### src/sv/swpb_pkg.sv
package swpb_pkg;

  localparam int ADDR_W  = 24;
  localparam int PIX_W   = 8;
  localparam int SCALE_W = 4;
  localparam int COL_W   = 10;
  localparam int ROW_W   = 11;
  localparam int CFG_W   = 12;
  localparam int CFG_IDX_W = 3;
  localparam int X_W     = 15;
  localparam int Y_W     = 16;

  localparam int QDEPTH  = 4;
  localparam int QPTR_W  = $clog2(QDEPTH);
  localparam int QCNT_W  = $clog2(QDEPTH + 1);

  localparam logic [CFG_IDX_W-1:0] CFG_SOURCE_WIDTH  = 3'd0;
  localparam logic [CFG_IDX_W-1:0] CFG_WINDOW_X      = 3'd1;
  localparam logic [CFG_IDX_W-1:0] CFG_WINDOW_Y      = 3'd2;
  localparam logic [CFG_IDX_W-1:0] CFG_WINDOW_WIDTH  = 3'd3;
  localparam logic [CFG_IDX_W-1:0] CFG_WINDOW_HEIGHT = 3'd4;
  localparam logic [CFG_IDX_W-1:0] CFG_TARGET_X      = 3'd5;
  localparam logic [CFG_IDX_W-1:0] CFG_TARGET_Y      = 3'd6;
  localparam logic [CFG_IDX_W-1:0] CFG_SCALE         = 3'd7;

  localparam logic [10:0] RST_SOURCE_WIDTH  = 11'd320;
  localparam logic [10:0] RST_WINDOW_WIDTH  = 11'd320;
  localparam logic [10:0] RST_WINDOW_HEIGHT = 11'd200;
  localparam logic [SCALE_W-1:0] RST_SCALE  = 4'd1;

  localparam logic [COL_W-1:0] COL_MAX = 10'd1023;
  localparam logic [ROW_W-1:0] ROW_MAX = 11'd2047;

  typedef struct packed {
    logic [PIX_W-1:0] pixel;
    logic             first;
  } in_word_t;

  typedef struct packed {
    logic [ADDR_W-1:0] write_addr;
    logic [PIX_W-1:0]  write_value;
    logic              last;
  } out_word_t;

  typedef struct packed {
    logic [ADDR_W-1:0]  base_addr;
    logic [PIX_W-1:0]   pixel;
    logic [SCALE_W-1:0] scale;
  } blit_job_t;

endpackage

### src/sv/swpb_front.sv
module swpb_front #(
  parameter int LINE_PITCH = 640,
  parameter int MAX_SCALE  = 8
) (
  input  logic                            clk,
  input  logic                            rst_n,
  input  logic                            in_valid,
  output logic                            in_ready,
  input  swpb_pkg::in_word_t              in_data,
  input  logic                            cfg_we,
  input  logic [swpb_pkg::CFG_IDX_W-1:0]  cfg_index,
  input  logic [swpb_pkg::CFG_W-1:0]      cfg_data,
  input  logic [swpb_pkg::QCNT_W-1:0]     q_count,
  output logic                            push,
  output swpb_pkg::blit_job_t             push_data
);

  logic [10:0] source_width_r;
  logic [9:0]  window_x_r;
  logic [9:0]  window_y_r;
  logic [10:0] window_width_r;
  logic [10:0] window_height_r;
  logic [11:0] target_x_r;
  logic [11:0] target_y_r;
  logic [swpb_pkg::SCALE_W-1:0] scale_r;

  logic [swpb_pkg::COL_W-1:0] col_r, col_nxt, col;
  logic [swpb_pkg::ROW_W-1:0] row_r, row_nxt, row;

  logic                          s1_vld_r, s1_vld_nxt;
  logic [swpb_pkg::PIX_W-1:0]    s1_pix_r;
  logic [swpb_pkg::SCALE_W-1:0]  s1_sc_r;
  logic [swpb_pkg::X_W-1:0]      s1_x_r, x_nxt;
  logic [swpb_pkg::Y_W-1:0]      s1_y_r, y_nxt;

  logic [swpb_pkg::QCNT_W:0]     occ;
  logic                          accept;
  logic [11:0]                   x_end, y_end;
  logic                          in_win;
  logic [swpb_pkg::COL_W-1:0]    i_off;
  logic [swpb_pkg::ROW_W-1:0]    j_off;
  logic [swpb_pkg::SCALE_W-1:0]  sc_sat;
  logic                          row_done;

  assign occ      = {1'b0, q_count} + {{swpb_pkg::QCNT_W{1'b0}}, s1_vld_r};
  assign in_ready = occ < (swpb_pkg::QCNT_W + 1)'(swpb_pkg::QDEPTH);
  assign accept   = in_valid && in_ready;

  always_comb begin
    col    = in_data.first ? '0 : col_r;
    row    = in_data.first ? '0 : row_r;
    x_end  = {2'b00, window_x_r} + {1'b0, window_width_r};
    y_end  = {2'b00, window_y_r} + {1'b0, window_height_r};
    in_win = ({2'b00, col} >= {2'b00, window_x_r}) && ({2'b00, col} < x_end) &&
             ({1'b0, row} >= {2'b00, window_y_r}) && ({1'b0, row} < y_end);
    i_off  = col - window_x_r;
    j_off  = row - {1'b0, window_y_r};
    sc_sat = (scale_r > swpb_pkg::SCALE_W'(MAX_SCALE)) ?
             swpb_pkg::SCALE_W'(MAX_SCALE) : scale_r;
    x_nxt  = swpb_pkg::X_W'(target_x_r) +
             swpb_pkg::X_W'(i_off) * swpb_pkg::X_W'(sc_sat);
    y_nxt  = swpb_pkg::Y_W'(target_y_r) +
             swpb_pkg::Y_W'(j_off) * swpb_pkg::Y_W'(sc_sat);
    row_done = ({1'b0, col} + 11'd1 >= source_width_r) || (col == swpb_pkg::COL_MAX);

    col_nxt = col_r;
    row_nxt = row_r;
    if (accept) begin
      if (row_done) begin
        col_nxt = '0;
        row_nxt = (row < swpb_pkg::ROW_MAX) ? row + 11'd1 : row;
      end else begin
        col_nxt = col + 10'd1;
        row_nxt = row;
      end
    end
    s1_vld_nxt = accept && in_win && (sc_sat != '0);
  end

  always_ff @(posedge clk) begin
    if (!rst_n) begin
      source_width_r  <= swpb_pkg::RST_SOURCE_WIDTH;
      window_x_r      <= '0;
      window_y_r      <= '0;
      window_width_r  <= swpb_pkg::RST_WINDOW_WIDTH;
      window_height_r <= swpb_pkg::RST_WINDOW_HEIGHT;
      target_x_r      <= '0;
      target_y_r      <= '0;
      scale_r         <= swpb_pkg::RST_SCALE;
    end else if (cfg_we) begin
      unique case (cfg_index)
        swpb_pkg::CFG_SOURCE_WIDTH:  source_width_r  <= cfg_data[10:0];
        swpb_pkg::CFG_WINDOW_X:      window_x_r      <= cfg_data[9:0];
        swpb_pkg::CFG_WINDOW_Y:      window_y_r      <= cfg_data[9:0];
        swpb_pkg::CFG_WINDOW_WIDTH:  window_width_r  <= cfg_data[10:0];
        swpb_pkg::CFG_WINDOW_HEIGHT: window_height_r <= cfg_data[10:0];
        swpb_pkg::CFG_TARGET_X:      target_x_r      <= cfg_data[11:0];
        swpb_pkg::CFG_TARGET_Y:      target_y_r      <= cfg_data[11:0];
        swpb_pkg::CFG_SCALE:         scale_r         <= cfg_data[3:0];
      endcase
    end
  end

  always_ff @(posedge clk) begin
    if (!rst_n) begin
      col_r    <= '0;
      row_r    <= '0;
      s1_vld_r <= 1'b0;
    end else begin
      col_r    <= col_nxt;
      row_r    <= row_nxt;
      s1_vld_r <= s1_vld_nxt;
    end
  end

  always_ff @(posedge clk) begin
    if (s1_vld_nxt) begin
      s1_pix_r <= in_data.pixel;
      s1_sc_r  <= sc_sat;
      s1_x_r   <= x_nxt;
      s1_y_r   <= y_nxt;
    end
  end

  assign push                = s1_vld_r;
  assign push_data.base_addr = swpb_pkg::ADDR_W'(s1_y_r) * swpb_pkg::ADDR_W'(LINE_PITCH) +
                               swpb_pkg::ADDR_W'(s1_x_r);
  assign push_data.pixel     = s1_pix_r;
  assign push_data.scale     = s1_sc_r;

endmodule

### src/sv/swpb_queue.sv
module swpb_queue (
  input  logic                         clk,
  input  logic                         rst_n,
  input  logic                         push,
  input  swpb_pkg::blit_job_t          push_data,
  input  logic                         pop,
  output swpb_pkg::blit_job_t          pop_data,
  output logic                         nonempty,
  output logic [swpb_pkg::QCNT_W-1:0]  count
);

  swpb_pkg::blit_job_t               mem_r [swpb_pkg::QDEPTH];
  logic [swpb_pkg::QPTR_W-1:0]       wr_ptr_r, rd_ptr_r;
  logic [swpb_pkg::QCNT_W-1:0]       count_r;

  always_ff @(posedge clk) begin
    if (!rst_n) begin
      wr_ptr_r <= '0;
      rd_ptr_r <= '0;
      count_r  <= '0;
    end else begin
      if (push) wr_ptr_r <= wr_ptr_r + 1'b1;
      if (pop)  rd_ptr_r <= rd_ptr_r + 1'b1;
      if (push && !pop)      count_r <= count_r + 1'b1;
      else if (pop && !push) count_r <= count_r - 1'b1;
    end
  end

  always_ff @(posedge clk) begin
    if (push) mem_r[wr_ptr_r] <= push_data;
  end

  assign pop_data = mem_r[rd_ptr_r];
  assign nonempty = count_r != '0;
  assign count    = count_r;

endmodule

### src/sv/swpb_back.sv
module swpb_back #(
  parameter int LINE_PITCH = 640,
  parameter int MAX_SCALE  = 8
) (
  input  logic                 clk,
  input  logic                 rst_n,
  input  logic                 q_nonempty,
  input  swpb_pkg::blit_job_t  q_data,
  output logic                 pop,
  output logic                 out_valid,
  input  logic                 out_ready,
  output swpb_pkg::out_word_t  out_data
);

  localparam int SW = (MAX_SCALE > 1) ? $clog2(MAX_SCALE) : 1;

  logic                           busy_r, busy_nxt;
  logic [swpb_pkg::ADDR_W-1:0]    row_base_r, row_base_nxt;
  logic [SW-1:0]                  n_r, n_nxt, m_r, m_nxt;
  logic [swpb_pkg::SCALE_W-1:0]   sc_r, sc_nxt;
  logic [swpb_pkg::PIX_W-1:0]     pix_r, pix_nxt;
  logic                           out_vld_r, out_vld_nxt;
  swpb_pkg::out_word_t            out_r, out_nxt;

  logic emit, n_end, m_end;

  always_comb begin
    emit  = busy_r && (!out_vld_r || out_ready);
    n_end = swpb_pkg::SCALE_W'(n_r) == sc_r - 4'd1;
    m_end = swpb_pkg::SCALE_W'(m_r) == sc_r - 4'd1;
    pop   = q_nonempty && (!busy_r || (emit && n_end && m_end));

    busy_nxt     = busy_r;
    row_base_nxt = row_base_r;
    n_nxt        = n_r;
    m_nxt        = m_r;
    sc_nxt       = sc_r;
    pix_nxt      = pix_r;
    out_nxt      = out_r;
    out_vld_nxt  = out_vld_r && !out_ready;

    if (emit) begin
      out_vld_nxt         = 1'b1;
      out_nxt.write_addr  = row_base_r + swpb_pkg::ADDR_W'(n_r);
      out_nxt.write_value = pix_r;
      out_nxt.last        = n_end && m_end;
      if (n_end) begin
        n_nxt        = '0;
        m_nxt        = m_r + 1'b1;
        row_base_nxt = row_base_r + swpb_pkg::ADDR_W'(LINE_PITCH);
        if (m_end) busy_nxt = 1'b0;
      end else begin
        n_nxt = n_r + 1'b1;
      end
    end

    if (pop) begin
      busy_nxt     = 1'b1;
      row_base_nxt = q_data.base_addr;
      n_nxt        = '0;
      m_nxt        = '0;
      sc_nxt       = q_data.scale;
      pix_nxt      = q_data.pixel;
    end
  end

  always_ff @(posedge clk) begin
    if (!rst_n) begin
      busy_r    <= 1'b0;
      out_vld_r <= 1'b0;
    end else begin
      busy_r    <= busy_nxt;
      out_vld_r <= out_vld_nxt;
    end
  end

  always_ff @(posedge clk) begin
    row_base_r <= row_base_nxt;
    n_r        <= n_nxt;
    m_r        <= m_nxt;
    sc_r       <= sc_nxt;
    pix_r      <= pix_nxt;
    out_r      <= out_nxt;
  end

  assign out_valid = out_vld_r;
  assign out_data  = out_r;

endmodule

### src/sv/scaled_window_pixel_blit.sv
// Channel   Direction  Word                         Handshake
// in_       input      pixel, first                 in_valid / in_ready
// out_      output     write_addr, write_value, last out_valid / out_ready
// cfg_      input      cfg_index, cfg_data          cfg_we, no wait
//
// The front takes one pixel a cycle while its job queue has room; pixels
// outside the window or at scale zero are dropped and never reach the queue.
// The back replication loop writes a scale by scale block for each window
// pixel, rows LINE_PITCH apart, and pops its next job with the last write.
// A pixel reaches out_ via front stage, queue, back job and output registers.
// Synchronous reset restores the register defaults and empties the queue.
// Either side may stall; the queue and the output register decouple them.
module scaled_window_pixel_blit #(
  parameter int LINE_PITCH = 640,
  parameter int MAX_SCALE  = 8
) (
  input  logic                            clk,
  input  logic                            rst_n,
  input  logic                            in_valid,
  output logic                            in_ready,
  input  swpb_pkg::in_word_t              in_data,
  output logic                            out_valid,
  input  logic                            out_ready,
  output swpb_pkg::out_word_t             out_data,
  input  logic                            cfg_we,
  input  logic [swpb_pkg::CFG_IDX_W-1:0]  cfg_index,
  input  logic [swpb_pkg::CFG_W-1:0]      cfg_data
);

  logic                            push, pop, q_nonempty;
  swpb_pkg::blit_job_t             push_data, q_data;
  logic [swpb_pkg::QCNT_W-1:0]     q_count;

  swpb_front #(
    .LINE_PITCH (LINE_PITCH),
    .MAX_SCALE  (MAX_SCALE)
  ) u_front (
    .clk       (clk),
    .rst_n     (rst_n),
    .in_valid  (in_valid),
    .in_ready  (in_ready),
    .in_data   (in_data),
    .cfg_we    (cfg_we),
    .cfg_index (cfg_index),
    .cfg_data  (cfg_data),
    .q_count   (q_count),
    .push      (push),
    .push_data (push_data)
  );

  swpb_queue u_queue (
    .clk       (clk),
    .rst_n     (rst_n),
    .push      (push),
    .push_data (push_data),
    .pop       (pop),
    .pop_data  (q_data),
    .nonempty  (q_nonempty),
    .count     (q_count)
  );

  swpb_back #(
    .LINE_PITCH (LINE_PITCH),
    .MAX_SCALE  (MAX_SCALE)
  ) u_back (
    .clk        (clk),
    .rst_n      (rst_n),
    .q_nonempty (q_nonempty),
    .q_data     (q_data),
    .pop        (pop),
    .out_valid  (out_valid),
    .out_ready  (out_ready),
    .out_data   (out_data)
  );

endmodule
### config.mk
export PLATFORM = sky130hd
export DESIGN_NAME = scaled_window_pixel_blit
export DESIGN_NICKNAME = d
export VERILOG_FILES = /design/src/sv/swpb_pkg.sv /design/src/sv/swpb_front.sv /design/src/sv/swpb_queue.sv /design/src/sv/swpb_back.sv /design/src/sv/scaled_window_pixel_blit.sv
export SDC_FILE = /design/constraint.sdc
export NUM_CORES = 1
export LEC_CHECK = 0
export BUFFER_PORTS_ARGS = -buffer_cell sky130_fd_sc_hd__clkbuf_2
export CORE_MARGIN = 2
export CORE_UTILIZATION = 55
export CTS_CLUSTER_DIAMETER = 200
export DETAILED_ROUTE_END_ITERATION = 7
export PLACE_DENSITY = 0.75
export SYNTH_ARGS = -nofsm -noshare
export SYNTH_HDL_FRONTEND = slang
export SYNTH_SLANG_ARGS = --single-unit
### constraint.sdc
create_clock -name clk -period 6.6 [get_ports clk]
set_input_delay 1.32 -clock clk [delete_from_list [all_inputs] [get_ports clk]]
set_output_delay 1.32 -clock clk [all_outputs]
set_load 0.02 [all_outputs]
* Word-level counts from Yosys, hierarchy flattened *
Memory sizes are Yosys's and may differ from the RTL's. A register that Yosys moved wholly into a read port is not among the register bits.
Cells that the tools add are included.

storage, ports and cells
  bits of input ports = 29
  memory bits (writable) = 144
  memories kept = 1
  output and inout port bits = 35
  flip-flop bits (word level) = 230
  word-level logic and storage cells = 131

operators by class
  multiplexer cells = 21
  multipliers = 3
  magnitude comparators = 8
  add/sub/neg operators = 20
  eq/ne operators = 10
  reductions and logical operators = 40

memories
  name           depth  width  read ports  clocked after memory_dff  write ports  RTL line          RTL
  u_queue.mem_r  4      36     1           1                         1            swpb_queue.sv:12  swpb_pkg::blit_job_t mem_r [swpb_pkg::QDEPTH];

operators by type and width
  operator                count
  $mux 24                 3
  $mux 11                 3
  $add 10x11->12          2
  $add 24x10->24 const B  1
  $add 24x15->24          1
  $add 24x3->24           1
  $mux 10                 2
  $reduce_and 2->1        10
  $mul 16x3->17 const B   1
  $add 12x15->16          1
  $add 12x14->15          1
  $mul 11x4->15           1
  $logic_and 1x1->1       14
  $mul 10x4->14           1
  $eq 3x3->1 const B      4
  $lt 10x12->1            1
  $lt 11x12->1            1
  $add 10x1->11 const B   1
  $add 11x1->11 const B   1
  $ge 11x10->1            1
  $ge 11x11->1            1
  $lt 11x11->1 const B    1
  $sub 11x10->11          1
  $add 10x1->10 const B   1
  other kinds (24)        47

* Depth between registers and ports, before layout *
  word-level depth = 10
  gate-level depth with buffers = 25

* Hierarchy *
From an unflattened synthesis, not the netlist that was laid out.

unflattened totals
  cells, all modules = 1966
  area total of the unflattened synthesis = 21838.4 µm²

by module, submodules not included
  module      seq. area each (µm²)  area each (µm²)  times used  cells an instance
  swpb_front  3353.2                12502.0          1           1467
  swpb_queue  4504.3                5688.0           1           230
  swpb_back   2232.1                3648.5           1           269

* Worst setup path before layout *
Ideal clock, no wire load.

  path kind = input-to-reg
  start point = input in_data[0] (netlist bit)
  end point = register u_front.s1_y_r[14] (netlist bit) (data pin)
  path buffers = 2
  library setup time = 0.258 ns
  setup slack = 0.045 ns
  arrival = 6.298 ns
  stages on the path = 24
  required time = 6.342 ns
  cell sequence = buf_2 > buf_2 > nand2b_1 > ha_1 > fa_1 > nor2b_1 > o21ai_0 > a21oi_1 > o21ai_0 > a21oi_1 > xnor2_1 > nor2_1 > fa_1 > fa_1 > inv_1 > fa_1 > inv_1 > ha_1 > and3_1 > a211oi_1 > a211oi_1 > a21o_1 > a21oi_1 > xnor2_1

between the ends
  longest elaborated chain between the ends = 4

RTL lines
  what                        RTL line                        RTL
  from (decl)                 scaled_window_pixel_blit.sv:21  input swpb_pkg::in_word_t in_data,
  $mux 11                     swpb_front.sv:51                row = in_data.first ? '0 : row_r;
  $sub 11x10->11              swpb_front.sv:57                j_off = row - {1'b0, window_y_r};
  $mul 11x4->15               swpb_front.sv:63                swpb_pkg::Y_W'(j_off) * swpb_pkg::Y_W'(sc_sat);
  $add 12x15->16              swpb_front.sv:62                y_nxt = swpb_pkg::Y_W'(target_y_r) +
  via u_front.y_nxt, one bit  swpb_front.sv:34                logic [swpb_pkg::Y_W-1:0] s1_y_r, y_nxt;
  to (signal assigned)        swpb_front.sv:121               s1_y_r <= y_nxt;
  to (decl)                   swpb_front.sv:34

The timed path passes the listed nets, and every way through them passes these cells.
A chain may end at the register's enable or synchronous reset.

* Final worst setup path *
Ends and elaborated chain as after synthesis.

==> impl_metrics.toml <==
[cts]
clock-sinks = 376
cts_buffer_depth = 3
cts_hold_buf = 0
cts_buffers = 40
cts_root_buf = "clkbuf_16"
cts_tree = "yes"
post-cts-setup-buffers = 0
cts_resized = 0
htree_num_levels = 2
clk_latency_ns = 0.57
cts.clk_slew.worst_paths_ns = 0.06

[floorplanning]
dieArea_mm2 = 0.0404
die_h_um = 201
initial_utilization_pct = 55.5
coreArea_mm2 = 0.0385
num_io_pins = 64
num_rows = 72
die_w_um = 201

[yosys]
syn_area_mm2 = 0.0214
syn_inst = 1950
synth.area.top_cells = "edfxtp_1 (36%), dfxtp_1 (11%), ha_1 (9.7%)"
async_reset_ff_share_pct = 0
synth.avg_cell_area_um2 = 11.0
yosys.area.top_type = "edfxtp_1"
synth_edf_count = 256
synth.yosys.seq_area_share_pct = 47.2
synthTopCellsByCount = "edfxtp_1 (256), nand2_1 (243), inv_1 (175)"
synth-seq-cells = 376
synth.distinct_cells = 79
synthFlopType = "edfxtp_1"
yosysMostFrequentCell = "edfxtp_1"
synth_top_area_share_pct = 36.0
synth_fp_nets = 2208
yosys_warnings = 0

[grt]
grt_remaining_overflow = 0
grt_pass1_vias = 14600
antenna_found_initial = 0
grt_pass1_wl_mm = 71.5
grt_use_total_pct = 21.9
grt_max_degree = 56

[power]
p_leak_nw = 9.64
p_comb_share_pct = 28.2
powerDensity_mw_per_mm2 = 339
p_int_mw = 5.54
peakVddDrop_uv = 178
switchingPower_mw = 2.54
clkPwrFrac_pct = 28.7
p_seq_share_pct = 43.1
swShare_pct = 31.4

[critical_path]
path_max_fanout = 9
max_stage_delay_ns = 0.54
worstPathCellList = "clkbuf_2 -> buf_4 -> nor2b_1 -> ha_1 -> nor2b_1 -> o21ai_0 -> a21oi_1 -> o21ai_0 -> nand2b_1 -> xnor2_1 -> nor2_1 -> fa_1 -> fa_1 -> inv_1 -> fa_1 -> inv_1 -> ha_1 -> a21oi_1 -> nor2b_1 -> a211oi_1 -> a211oi_1 -> a21o_1 -> a21oi_1 -> xnor2_1"
cpMaxStageDelayCell = "fa_1"
startpoint_type = "primary input"
path_class = "in2reg"
arrival_ns = 6.45
crit_path_end_kind = "flop"
cp.required_ns = 6.91

[detailed_routing]
drt-wirelength-per-cell_um = 16.5
vias = 14300
drt_iter0_drc = 860
vias_per_cell = 5.50
post-route-drc-count = 0
route.antenna.remaining_nets = 0
dr.pass1.iters = 7
finalWirelength_mm = 42.8

[placed_design]
gp_congestion = 0.919
hpwl_mm = 30.5
placedCellCount = 2523
place_area_mm2 = 0.0225
io_buffers = 63

[timing]
holdWs_ns = 0.418
setup_violations = 0
post-route-min-period_ns = 6.14
finalClockSkew_ns = 0.0176
fmax_mhz = 163
rsz0062_at_grt = "no"
finalCritPeriodShare_pct = 93.0
hold_viol_final = 0
worstMarginPinSlew_ns = 1.16
drv_slew = 0
relSlewSlack_pct = 22.5

[run]
cap_violations = 0

[layout]
layout-drive-gt1-share_pct = 11.5
finalNetCount = 2305
final_cells = 2596
final_util_pct = 62.0
final_area_mm2 = 0.0238
area_growth_pct = 11.6
diodes = 0
nFillCells = 3029

[outcome]
status = "completed"

[hold_path]
holdCritPathClass = "reg2reg"
power by group through the flow:
| stage | combinational (mW) | clock, mW | sequential (mW) |
|---|---|---|---|
| final | 2.28 | 2.32 | 3.48 |
| after global routing | 2.55 | 2.46 | 3.52 |
| after CTS | 2.30 | 2.37 | 3.48 |
| after detailed placement | 2.27 | 0 | 3.53 |
| after global placement | 2.18 | 0 | 3.51 |
| after floorplan | 1.69 | 0 | 3.54 |
flip-flops by register name, summed over array words and instances, names as in the netlist, 3 cells and up, named ones only:
signal and cells:
u_front.row_r 11, u_front.s1_sc_r 4, u_front.s1_x_r 15, u_queue.count 3
u_back.out_data 33, u_front.source_width_r 11, u_front.s1_pix_r 8, u_front.window_width_r 11
u_queue.mem_r 144, u_back.n_r 3, u_front.target_x_r 12, u_front.window_height_r 11
u_front.window_x_r 10, u_back.m_r 3, u_back.row_base_r 24, u_back.sc_r 4
u_front.scale_r 4, u_back.pix_r 8, u_front.window_y_r 10, u_front.target_y_r 12
u_front.s1_y_r 16, u_front.col_r 10
cell families (layout without fill, tap and decap cells):
group	after synthesis	after routing	synth area share (%)
adder cells (fa/ha/maj)	229	229	15.7
buffers and inverters	235	363	4.14
multiplexers	47	47	4.31
flip-flops	376	376	47.2
XOR/XNOR	141	141	5.82
AND/OR/NAND/NOR	595	595	12.8
AO/OA/AOI/OAI	327	327	9.99
cell usage in the layout (no fill, tap or decap), types with 63 or more instances in the layout:
| cell type | count |
|---|---|
| inv_1 | 175 |
| a21oi_1 | 115 |
| nor2_1 | 154 |
| nand2_1 | 243 |
| xnor2_1 | 78 |
| edfxtp_1 | 256 |
| ha_1 | 165 |
| dfxtp_1 | 119 |
| fa_1 | 64 |
| clkbuf_2 | 63 |
path summary, 6_finish.rpt:
kind,from,to,slack [ns],cells past startpoint
worst max-delay path,in_data[0],u_front.s1_y_r[14],0.46,24
worst min-delay path,u_back.pix_r[2],u_back.out_data[3],0.42,0
worst max register to register,u_front.col_r[2],u_front.s1_x_r[14],1.14,20
worst min register to register,u_back.pix_r[2],u_back.out_data[3],0.42,0
cell type report:
type | count | area [um2] | share of cell area [%]
flip-flops and latches | 376 | 10100 | 42.3
inverters | 178 | 668 | 2.80
clock inverters | 26 | 312 | 1.31
repair buffers | 112 | 683 | 2.87
multi-input cells | 1339 | 10400 | 43.6
well taps | 518 | 648 | 2.72
clock buffers | 47 | 1050 | 4.40
worst max-delay path, delay by kind of cell:
| family | cells | cell delay [ns] |
|---|---|---|
| AND/OR/NAND/NOR | 5 | 0.58 |
| buffers and inverters | 4 | 0.50 |
| AO/OA/AOI/OAI | 8 | 1.51 |
| XOR/XNOR | 2 | 0.40 |
| adder cells (fa/ha/maj) | 5 | 2.13 |
routing by layer:
metal  wire [um]  vias to the layer above  track usage, %  part of all wire [%]
met3        2040                       84            3.08                   4.8
met1       18600                     6877            28.0                    44
met5           0                        -               0                     0
met2       20900                      323            38.2                    49
met4        1270                        0            7.72                   3.0
li1            -                     6997               -                     -
stage by stage:
step	setup slack [ns]	power, mW	setup TNS (ns)
floorplan	0.0446	5.23	0
global placement	0.0868	5.69	0
detailed placement	-0.0293	5.80	-0.0293
CTS	0.509	8.15	0
global route	0.0504	8.53	0
finish	0.462	8.08	0
No activity file was read; power rests on OpenSTA's default activity.
